<file path="config.mk">
export PLATFORM = sky130hd
export DESIGN_NAME = srlc_back
export DESIGN_NICKNAME = d
export VERILOG_FILES = /design/src/hdl/srlc_pkg.sv /design/src/hdl/srlc_back.sv
export SDC_FILE = /design/constraint.sdc
export NUM_CORES = 1
export LEC_CHECK = 0
export ABC_AREA = 1
export BUFFER_PORTS_ARGS = -buffer_cell sky130_fd_sc_hd__buf_4
export CAP_MARGIN = 20
export CORE_MARGIN = 3
export CORE_UTILIZATION = 45
export CTS_CLUSTER_SIZE = 14
export DETAILED_ROUTE_END_ITERATION = 7
export SLEW_MARGIN = 25
export SYNTH_ARGS = -nofsm -noshare
export SYNTH_HDL_FRONTEND = slang
export SYNTH_SLANG_ARGS = --single-unit
</file>
<file path="constraint.sdc">
create_clock -name clock -period 3.71 [get_ports clock]
set_clock_uncertainty 0.15 [all_clocks]
set_input_delay 0.742 -clock clock [delete_from_list [all_inputs] [get_ports clock]]
set_output_delay 0.742 -clock clock [all_outputs]
set_load 0.05 [all_outputs]
</file>
<file path="src/hdl/srlc_pkg.sv">
// ----------------------------------------------------------------------------
// S-record line checker package
// Shared types, constants and helper functions.
// ----------------------------------------------------------------------------
`default_nettype none

package srlc_pkg;

   // line position saturates here
   localparam int unsigned POS_W   = 10;
   localparam logic [POS_W-1:0] POS_MAX = 10'd1023;

   // queue between classifier and line engine
   localparam int unsigned QUEUE_DEPTH = 4;
   localparam int unsigned QUEUE_AW    = 2;
   localparam int unsigned QUEUE_LW    = QUEUE_AW + 1;

   // character codes
   localparam logic [7:0] CHAR_S     = 8'h53;
   localparam logic [7:0] CHAR_0     = 8'h30;
   localparam logic [7:0] CHAR_9     = 8'h39;
   localparam logic [7:0] CHAR_UP_A  = 8'h41;
   localparam logic [7:0] CHAR_UP_F  = 8'h46;
   localparam logic [7:0] CHAR_LO_A  = 8'h61;
   localparam logic [7:0] CHAR_LO_F  = 8'h66;

   // record types
   localparam logic [3:0] TYPE_S0 = 4'h0;
   localparam logic [3:0] TYPE_S1 = 4'h1;
   localparam logic [3:0] TYPE_S2 = 4'h2;
   localparam logic [3:0] TYPE_S3 = 4'h3;
   localparam logic [3:0] TYPE_S5 = 4'h5;

   // good checksum total
   localparam logic [7:0] SUM_GOOD = 8'hFF;

   // padding bits of the result beat
   localparam int unsigned RSP_PAD_W = 7;

   // one classified character
   typedef struct packed {
      logic [3:0] nib;
      logic       upper_hex;
      logic       is_s;
      logic       eol;
   } entry_type;

   // queue status toward the top level
   typedef struct packed {
      logic [QUEUE_LW-1:0] level;
      logic                full;
      logic                empty;
   } queue_status_type;

   // one line result, record_type in the lowest bits
   typedef struct packed {
      logic        checksum_ok;
      logic        length_ok;
      logic        hex_ok;
      logic        start_ok;
      logic [7:0]  rec_count;
      logic [31:0] address;
      logic        type_supported;
      logic [3:0]  record_type;
   } result_type;

   // number of address bytes per record type
   function automatic logic [2:0] addr_bytes(input logic [3:0] t);
      logic [2:0] n;
      n = 3'd0;
      unique case (t)
         TYPE_S1: n = 3'd2;
         TYPE_S2: n = 3'd3;
         TYPE_S3: n = 3'd4;
         TYPE_S5: n = 3'd2;
         default: n = 3'd0;
      endcase
      return n;
   endfunction

   function automatic logic type_ok(input logic [3:0] t);
      return (t == TYPE_S0) || (t == TYPE_S1) || (t == TYPE_S2) ||
             (t == TYPE_S3) || (t == TYPE_S5);
   endfunction

endpackage

`default_nettype wire

</file>
<file path="src/hdl/srlc_back.sv">
// ----------------------------------------------------------------------------
// S-record line checker line engine
// Tracks line state per character and registers one result per line.
// ----------------------------------------------------------------------------
`default_nettype none

module srlc_back (
   input  wire logic                clock,
   input  wire logic                reset,
   input  wire srlc_pkg::entry_type head,
   input  wire logic                queue_empty,
   output logic                     pop,
   output logic                     rsp_tvalid,
   input  wire logic                rsp_tready,
   output srlc_pkg::result_type     rsp_result
);

   logic [srlc_pkg::POS_W-1:0] pos_ff, pos_in;
   logic [3:0]                 type_ff, type_in;
   logic [7:0]                 count_ff, count_in;
   logic [31:0]                addr_ff, addr_in;
   logic [7:0]                 sum_ff, sum_in;
   logic [3:0]                 high_ff, high_in;
   logic                       bad_ff, bad_in;
   logic                       start_ff, start_in;
   logic                       valid_ff, valid_in;
   srlc_pkg::result_type       result_ff, result_in;

   logic [7:0]                 byte_val;
   logic [8:0]                 half_pos;
   logic [2:0]                 nbytes;
   logic [10:0]                len_want;
   logic                       can_take;

   assign byte_val = {high_ff, head.nib};
   assign half_pos = pos_ff[srlc_pkg::POS_W-1:1];
   assign nbytes   = srlc_pkg::addr_bytes(type_ff);

   // end-of-line beat waits for a free output register
   assign can_take = !head.eol || !valid_ff || rsp_tready;
   assign pop      = !queue_empty && can_take;

   // line state update
   always_comb begin
      pos_in    = pos_ff;
      type_in   = type_ff;
      count_in  = count_ff;
      addr_in   = addr_ff;
      sum_in    = sum_ff;
      high_in   = high_ff;
      bad_in    = bad_ff;
      start_in  = start_ff;
      result_in = result_ff;
      len_want  = '0;
      valid_in  = valid_ff && !rsp_tready;

      if (pop) begin
         // start character and hex check
         if (pos_ff == '0) begin
            start_in = head.is_s;
         end else if (!head.upper_hex) begin
            bad_in = 1'b1;
         end

         if (pos_ff == srlc_pkg::POS_W'(1)) begin
            type_in = head.nib;
         end

         // byte pairs from the third character on
         if ((pos_ff >= srlc_pkg::POS_W'(2)) && (pos_ff < srlc_pkg::POS_MAX)) begin
            if (!pos_ff[0]) begin
               high_in = head.nib;
            end else begin
               sum_in = sum_ff + byte_val;
               if (pos_ff == srlc_pkg::POS_W'(3)) begin
                  count_in = byte_val;
               end
               if ((half_pos >= 9'd2) && (half_pos <= ({6'd0, nbytes} + 9'd1))) begin
                  addr_in = {addr_ff[23:0], byte_val};
               end
            end
         end

         if (pos_ff != srlc_pkg::POS_MAX) begin
            pos_in = pos_ff + 1'b1;
         end

         // line done: build result, clear state
         if (head.eol) begin
            len_want                 = {2'b00, count_in, 1'b0} + 11'd4;
            result_in.record_type    = type_in;
            result_in.type_supported = srlc_pkg::type_ok(type_in);
            result_in.address        = (srlc_pkg::addr_bytes(type_in) != 3'd0) ? addr_in : '0;
            result_in.rec_count      = count_in;
            result_in.start_ok       = start_in;
            result_in.hex_ok         = !bad_in;
            result_in.length_ok      = ({1'b0, pos_in} == len_want);
            result_in.checksum_ok    = (sum_in == srlc_pkg::SUM_GOOD);
            valid_in                 = 1'b1;
            pos_in                   = '0;
            type_in                  = '0;
            count_in                 = '0;
            addr_in                  = '0;
            sum_in                   = '0;
            high_in                  = '0;
            bad_in                   = 1'b0;
            start_in                 = 1'b0;
         end
      end
   end

   always_ff @(posedge clock) begin
      if (reset) begin
         pos_ff   <= '0;
         type_ff  <= '0;
         count_ff <= '0;
         addr_ff  <= '0;
         sum_ff   <= '0;
         high_ff  <= '0;
         bad_ff   <= 1'b0;
         start_ff <= 1'b0;
         valid_ff <= 1'b0;
      end else begin
         pos_ff   <= pos_in;
         type_ff  <= type_in;
         count_ff <= count_in;
         addr_ff  <= addr_in;
         sum_ff   <= sum_in;
         high_ff  <= high_in;
         bad_ff   <= bad_in;
         start_ff <= start_in;
         valid_ff <= valid_in;
      end
   end

   // result payload, no reset
   always_ff @(posedge clock) begin
      result_ff <= result_in;
   end

   assign rsp_tvalid = valid_ff;
   assign rsp_result = result_ff;

endmodule

`default_nettype wire

</file>
==> results of run 1 <==
-- worst max path at each step --
stage	from	endpoint	slack, ps	cells past startpoint
2_1_floorplan	rsp_tready	rsp_result[0]	180	4
3_3_place_gp	pos_ff[0]	rsp_result[47]	750	16
3_5_place_dp	pos_ff[0]	rsp_result[47]	580	16
4_1_cts	pos_ff[0]	rsp_result[47]	550	16
5_1_grt	pos_ff[0]	rsp_result[47]	270	18
6_report	pos_ff[0]	rsp_result[47]	530	16
-- layer usage --
metal	track usage, %	share of wire (%)
met4	7.41	1.7
met2	29.8	42
met1	29.5	49
met5	0	0
met3	5.10	6.8
-- sequential cells by signal, summed over array words and instances (netlist names) --
register	flops
sum_ff	8
rsp_result	49
rsp_tvalid	1
bad_ff	1
pos_ff	10
count_ff	8
high_ff	4
type_ff	4
start_ff	1
addr_ff	32
-- worst min-delay path, cell delays in order (launching register included) --
cell	delay (ps)
dfxtp_1	300
nand2_1	60
a21oi_1	60
-- final cells by class --
cell class              instances  area (um2)  area share [%]
clock buffers                  21         460            6.17
clock inverters                11        85.1            1.14
inverters                      91         349            4.68
multi-input cells             572        2950            39.6
flip-flops and latches        118        2850            38.2
well taps                     176         220            2.95
repair buffers                 70         538            7.21
-- cell families (layout without fill, tap and decap cells) --
group / count (synthesis) / count (layout) / share of synthesized area (%)
AO/OA/AOI/OAI: 107 / 107 / 9.28
XOR/XNOR: 9 / 9 / 1.47
adder cells (fa/ha/maj): 17 / 17 / 3.50
buffers and inverters: 125 / 193 / 7.95
flip-flops: 118 / 118 / 45.3
multiplexers: 4 / 4 / 0.656
other: 1 / 1 / 0.0595
AND/OR/NAND/NOR: 434 / 434 / 31.8
-- report_power, final --
part | total [mW] | switching (mW) | internal, mW
clock | 1.52 | 0.576 | 0.941
combinational | 0.229 | 0.174 | 0.0542
sequential | 1.38 | 0.00968 | 1.37
-- cell usage in the layout (no fill, tap or decap), drive strengths merged, types with 3 or more instances in the layout --
cell type  count
nand2        253
nand3         94
inv           91
a21oi         78
buf           70
dfxtp         69
nor2          65
edfxtp        49
clkbuf        21
ha            16
o21ai         15
nand4         11
clkinv         7
o21bai         6
or2            5
xor2           5
nor3           4
xnor2          3
a31oi          3
mux2i          3
clkinvlp       3
-- per-stage QoR --
step / hold slack (ps) / cells
finish: 312 / 1059
floorplan: 292 / 815
global placement: 300 / 1027
CTS: 313 / 1059
global route: 326 / 1059
detailed placement: 305 / 1027
==> flow_summary.ini, run 1 <==
[outcome]
outcome = finished clean

[global_route]
antenna_found_initial = 0
grt_max_degree = 70
overflow = 0
grt_pass1_vias = 5231
grtUsageTotal_pct = 20.5
grt_pass1_wl_um = 25900

[synthesis]
synthTopCellsByArea = edfxtp_1, dfxtp_1, nand2_1, nand3_1, a21oi_1
synth_seq_area_share_pct = 45.3
syn_nets = 843
synth_edf_count = 49
ys_warn_count = 0
yosys_register_bits = 118
syn_area_um2 = 6300
synth_top_area_share_pct = 23.4
syn-instance-count = 815
yosys.cell_types.count = 44
synth.most_common_cell = nand2_1
avgSynthCellArea_um2 = 7.73
synthFlopType = dfxtp_1
synthTopCellsByCount = nand2_1, nand3_1, inv_1, a21oi_1, dfxtp_1
synth-async-reset-ratio_pct = 0
synth.largest_area_cell = edfxtp_1

[floorplanning]
fp.coreArea_um2 = 13500
die-height_um = 124
rows = 42
dieArea_um2 = 15500
start_util_pct = 46.8
ios = 62
fp.dieW_um = 124

[placement]
hpwl_um = 10400
dpl_worst_slack_ps = 581
gp_congestion = 0.929
place_area_um2 = 6910
port_buffers = 61

[setup_path]
r2r_start = pos_ff[0]
slowest_stage = dfxtp_1
critical_path_class = reg2reg
arrival_ps = 3310
cp_num_buf_inv = 2
crit_chain = ha_1 -> inv_2 -> nor2_4 -> nand3_4 -> nand2_4 -> o21bai_1 -> nand2_2 -> inv_1 -> ha_1 -> xnor2_1 -> nand3_1 -> nor2_1 -> nand2_1 -> nor2_1 -> nand3_1 -> nor2_1
cp_common_cell = nor2_1
cp_top_family = simple AND/OR/NAND/NOR gates
required_ps = 3840
worstPathMaxFanout = 12
r2r_cells = 16
start_kind = flip-flop
ff2ff_setup_slack_ps = 530
end_kind = flip-flop
reg2reg_to = rsp_result[47]
max_stage_delay_ps = 580

[power_and_ir_drop]
fin_total_pwr_mw = 3.13
p_per_area_nw_per_um2 = 419
peakVddDrop_v = 0.000267
leakage_nw = 2.98

[timing]
slew_violations = 0
fin_ws_ps = 529
setup_viol = 0
worst_slew_margin_rel_pct = 47.8
setup_tns_ps = 0
worst_pin_slew_ps = 782
min_period_ps = 3180
fmax_mhz = 314
report.final.hold_viol_count = 0
rsz0062_at_grt = false
min_period_over_period_pct = 85.8

[drt]
firstDrtPassIters = 5
wl_per_cell_um = 14.5
vias = 5501
routed_wl_um = 15400
drt-initial-drc-count = 509
drtAntennaViolNets = 0
drc = 0
via_per_inst = 5.19

[clock_tree]
clk_pin_slew_ps = 50
h-tree-depth = 4
cts.sinks = 118
root_buffer = clkbuf_16
clk_path_buf_depth = 2
cts_tree = done
clk_latency_ps = 420
ctsResizeCount = 0
holdBufCountCts = 0
cts_setup_buffers = 0
numCtsBuffers = 17

[final_layout]
design_area_um2 = 7460
drive_gt1_share_pct = 16.0
finalNetCount = 898
finish.utilization_pct = 55.4
n_antenna_cell = 0
area_growth_pct = 18.4
fillerInstances = 1267

[hold_path]
hp-class = reg2reg
whs_endpoint = start_ff
hp-start = start_ff
hold_depth = 2

[run]
maxCapViolCount = 0
Power figures use the tool's default switching activity.
==> run 2: changes to the inputs <==
--- a/config.mk
+++ b/config.mk
@@ -12,6 +12,7 @@
 export CORE_UTILIZATION = 45
 export CTS_CLUSTER_SIZE = 14
 export DETAILED_ROUTE_END_ITERATION = 7
+export RECOVER_POWER = 25
 export SLEW_MARGIN = 25
 export SYNTH_ARGS = -nofsm -noshare
 export SYNTH_HDL_FRONTEND = slang
==> flow_summary.ini, run 2 (synthesis results as in run 1) <==
[outcome]
outcome = finished clean

[timing]
report.final.hold_viol_count = 0
hold_ws_ps = 314
rsz0062_at_grt = false
setup_viol = 0
setup_tns_ps = 0
min_period_over_period_pct = 87.4
worst_pin_slew_ps = 983
slew_violations = 0
fmax_mhz = 308
worst_slew_margin_rel_pct = 34.4
min_period_ps = 3240

[clock_tree]
clk_latency_ps = 420
holdBufCountCts = 0
cts.sinks = 118
root_buffer = clkbuf_16
ctsResizeCount = 0
clk_pin_slew_ps = 50
cts_setup_buffers = 0
clk_path_buf_depth = 2
cts_tree = done
h-tree-depth = 4
numCtsBuffers = 17

[floorplanning]
fp.coreArea_um2 = 13500
die-height_um = 124
dieArea_um2 = 15500
ios = 62
rows = 42
start_util_pct = 46.8
fp.dieW_um = 124

[drt]
wl_per_cell_um = 14.6
drtAntennaViolNets = 0
drc = 0
drt-initial-drc-count = 522
vias = 5523
routed_wl_um = 15500
firstDrtPassIters = 5
via_per_inst = 5.22

[final_layout]
drive_gt1_share_pct = 11.9
largest_reg_flops = 49
final_cell_mix = nand2_1, nand3_1, inv_1, a21oi_1, dfxtp_1
finalNetCount = 898
fillerInstances = 1289
final_common_cell = nand2_1
area_growth_pct = 16.1
n_antenna_cell = 0
stdcell_count = 1059

[global_route]
grt_max_degree = 70
antenna_found_initial = 0
grtUsageTotal_pct = 20.5
overflow = 0
grt_pass1_vias = 5231
grt_pass1_wl_um = 25900

[placement]
hpwl_um = 10400
port_buffers = 61
gp_congestion = 0.929
place_inst = 1027

[setup_path]
crit_chain = nor2_1 -> nand2_4 -> nor2_1 -> nand3_4 -> nor2_4 -> nand2_1 -> nand2_2 -> inv_1 -> ha_1 -> xnor2_1 -> nand3_1 -> nor2_1 -> nand2_1 -> nor2_1 -> nand3_1 -> nor2_1
slowest_stage = nor2_1
start_kind = flip-flop
cp_top_family = simple AND/OR/NAND/NOR gates
worstPathMaxFanout = 6
crit_start = pos_ff[2]
cp_num_buf_inv = 1
required_ps = 3840
r2r_start = pos_ff[2]
arrival_ps = 3370
max_stage_delay_ps = 430
end_kind = flip-flop
cp_common_cell = nor2_1
critical_path_class = reg2reg

[power_and_ir_drop]
fin_total_pwr_mw = 3.11
clockPowerShare_pct = 48.6
peakVddDrop_v = 0.000266
switching_share_pct = 24.3
p_switching_mw = 0.757
p_seq_share_pct = 44.4
power.share.combinational_pct = 7.0
p_per_area_nw_per_um2 = 426
intPower_mw = 2.36
leakage_nw = 2.85

[hold_path]
hp-start = addr_ff[7]
hp-class = reg2reg

[run]
maxCapViolCount = 0
-- run 2: per-stage QoR --
step | utilization (%) | area (um2) | setup slack [ps]
final | 54.4 | 7310 | 467
after floorplan | - | 6300 | 182
after CTS | 55.4 | 7460 | 552
after global placement | 51.4 | 6910 | 752
after global routing | 54.4 | 7310 | 214
after detailed placement | 51.4 | 6910 | 581
-- run 2: power by group through the flow --
stage	Sequential (mW)	Combinational, mW	Clock (mW)
2_1_floorplan	1.48	0.0864	0
6_report	1.38	0.218	1.51
3_5_place_dp	1.41	0.230	0
4_1_cts	1.38	0.231	1.54
5_1_grt	1.38	0.234	1.60
3_3_place_gp	1.41	0.229	0
-- run 2: layout make-up --
| class | count | area, um2 | area share (%) |
|---|---|---|---|
| Clock buffer | 21 | 460 | 6.30 |
| Clock inverter | 11 | 85.1 | 1.16 |
| Inverter | 91 | 349 | 4.77 |
| Multi-Input combinational cell | 572 | 2930 | 40.0 |
| Sequential cell | 118 | 2850 | 39.0 |
| Tap cell | 176 | 220 | 3.01 |
| Timing Repair Buffer | 70 | 418 | 5.72 |
-- run 2: metal layers --
| layer | vias to the layer above | global-route usage (%) | share of wire [%] |
|---|---|---|---|
| met3 | 22 | 5.10 | 6.3 |
| met5 | - | 0 | 0 |
| met4 | 0 | 7.41 | 1.7 |
| met1 | 2562 | 29.5 | 49 |
| li1 | 2763 | - | - |
| met2 | 176 | 29.8 | 43 |
-- run 2: worst min-delay path, cell delays in order (launching register included) --
cell	delay, ps
dfxtp_1	310
nand2_1	60
a21oi_1	50
-- run 2: worst paths after layout --
check | end | slack, ps | depth (start not counted)
min reg2reg | addr_ff[7] | 310 | 2
max | rsp_result[47] | 470 | 16
max reg2reg | rsp_result[47] | 470 | 16
min | addr_ff[7] | 310 | 2
==> run 3: changes to the inputs <==
==> constraint.sdc (replaced) <==
create_clock -name clock -period 3.2 [get_ports clock]
set_clock_uncertainty 0.15 [all_clocks]
set_input_delay 0.64 -clock clock [delete_from_list [all_inputs] [get_ports clock]]
set_output_delay 0.64 -clock clock [all_outputs]
set_load 0.05 [all_outputs]
==> flow_summary.ini, run 3 (synthesis results as in run 1) <==
[setup_path]
required_ps = 3330
start_kind = flip-flop
worstPathMaxFanout = 12
critical_path_class = reg2reg
arrival_ps = 3010
r2r_start = pos_ff[1]
crit_start = pos_ff[1]
end_kind = flip-flop

[global_route]
grt_pass1_vias = 5113
grt_pass1_wl_um = 25300
grtUsageTotal_pct = 20.0
overflow = 0
antenna_found_initial = 0
grt_max_degree = 70

[outcome]
outcome = finished clean

[power_and_ir_drop]
p_switching_mw = 0.927
clockPowerShare_pct = 51.1
power.share.combinational_pct = 6.7
intPower_mw = 2.87
peakVddDrop_v = 0.000278
p_seq_share_pct = 42.2
leakage_nw = 2.85
switching_share_pct = 24.4
p_per_area_nw_per_um2 = 513

[clock_tree]
numCtsBuffers = 17
h-tree-depth = 4
clk_latency_ps = 420
clk_path_buf_depth = 2
cts.sinks = 118
root_buffer = clkbuf_16
cts_tree = done
clk_pin_slew_ps = 60

[final_layout]
fillerInstances = 1324
drive_gt1_share_pct = 11.7
final_common_cell = nand2_1
seq_area_um2 = 2850
design_area_um2 = 7390
finalNetCount = 899
final_cell_mix = nand2_1, nand3_1, inv_1, a21oi_1, dfxtp_1
multi_input_area_um2 = 2950
largest_reg_flops = 49
area_growth_pct = 17.3
n_antenna_cell = 0

[timing]
rsz0062_at_grt = false
setup_viol = 0
worst_slew_margin_rel_pct = 46.7
report.final.hold_viol_count = 0
fin_ws_ps = 319
setup_tns_ps = 0
slew_violations = 0
min_period_ps = 2880
min_period_over_period_pct = 90.0
fmax_mhz = 347
worst_pin_slew_ps = 800

[hold_path]
hp-start = addr_ff[21]
hp-class = reg2reg

[placement]
place_area_um2 = 6960
gp_congestion = 0.899
port_buffers = 61
dpl_worst_slack_ps = 308
hpwl_um = 10600

[floorplanning]
rows = 42
start_util_pct = 46.8
fp.dieW_um = 124
ios = 62
dieArea_um2 = 15500
fp.coreArea_um2 = 13500
die-height_um = 124

[drt]
via_per_inst = 5.16
drt-initial-drc-count = 276
wl_per_cell_um = 14.5
vias = 5467
drtAntennaViolNets = 0
drc = 0
firstDrtPassIters = 5
routed_wl_um = 15300

[run]
maxCapViolCount = 0
==> run 3: changes by cell type in the layout (fill, tap and decap cells not counted), sizes merged <==
cell,previous run,this run
clkinvlp,3,6
clkinv,7,4
bufinv,1,3
clkbuf,53,61
inv,91,93
buf,38,27
==> run 3: layout make-up <==
cell class / count / area share (%)
repair buffers: 71 / 5.66
multi-input cells: 572 / 39.9
clock buffers: 17 / 5.76
well taps: 176 / 2.98
clock inverters: 15 / 2.41
inverters: 91 / 4.71
flip-flops and latches: 118 / 38.6
==> run 3: critical path, cell delays in order (launching register included) <==
cell and delay, ps:
dfxtp_1 440, ha_2 280, inv_2 80, nor2_4 160
nand3_4 180, nand2_4 160, o21bai_1 100, nand2_2 130
inv_1 100, ha_1 320, xnor2_1 150, nand3_1 90
nor2_1 110, nand2_1 60, nor2_1 80, nand3_1 80
nor2_1 90
==> run 3: power groups by stage <==
stage / clock (mW) / sequential [mW] / combinational [mW]
finish: 1.94 / 1.60 / 0.255
global placement: 0 / 1.63 / 0.273
floorplan: 0 / 1.71 / 0.101
CTS: 1.97 / 1.60 / 0.276
global route: 2.03 / 1.60 / 0.274
detailed placement: 0 / 1.63 / 0.275
==> run 3: metrics by stage <==
step           cells  utilization (%)  hold WS [ps]  total power [mW]
2_1_floorplan    815                -           292              1.81
3_3_place_gp    1028             51.7           300              1.90
3_5_place_dp    1028             51.7           306              1.91
4_1_cts         1060             56.2           315              3.84
5_1_grt         1060             54.9           332              3.91
6_report        1060             54.9           313              3.79
==> run 3: final timing paths <==
kind / to / slack, ps / cells past startpoint
max: rsp_result[47] / 320 / 16
min: addr_ff[21] / 310 / 2
max reg2reg: rsp_result[47] / 320 / 16
min reg2reg: addr_ff[21] / 310 / 2
==> run 3: repair_timing <==
| item | 4_1_cts | 5_1_grt |
|---|---|---|
| buffers inserted | 0 | 0 |
| endpoints found under the setup margin | 0 | 1 |
| resized for setup | 0 | 1 |
| hold buffers | 0 | 0 |
==> run 3: per-layer routing <==
| layer | routed length [um] | GRT usage (%) | vias up |
|---|---|---|---|
| li1 | - | - | 2772 |
| met1 | 7610 | 29.3 | 2528 |
| met2 | 6610 | 28.8 | 148 |
| met3 | 864 | 4.33 | 19 |
| met4 | 240 | 7.54 | 0 |
| met5 | 0 | 0 | - |
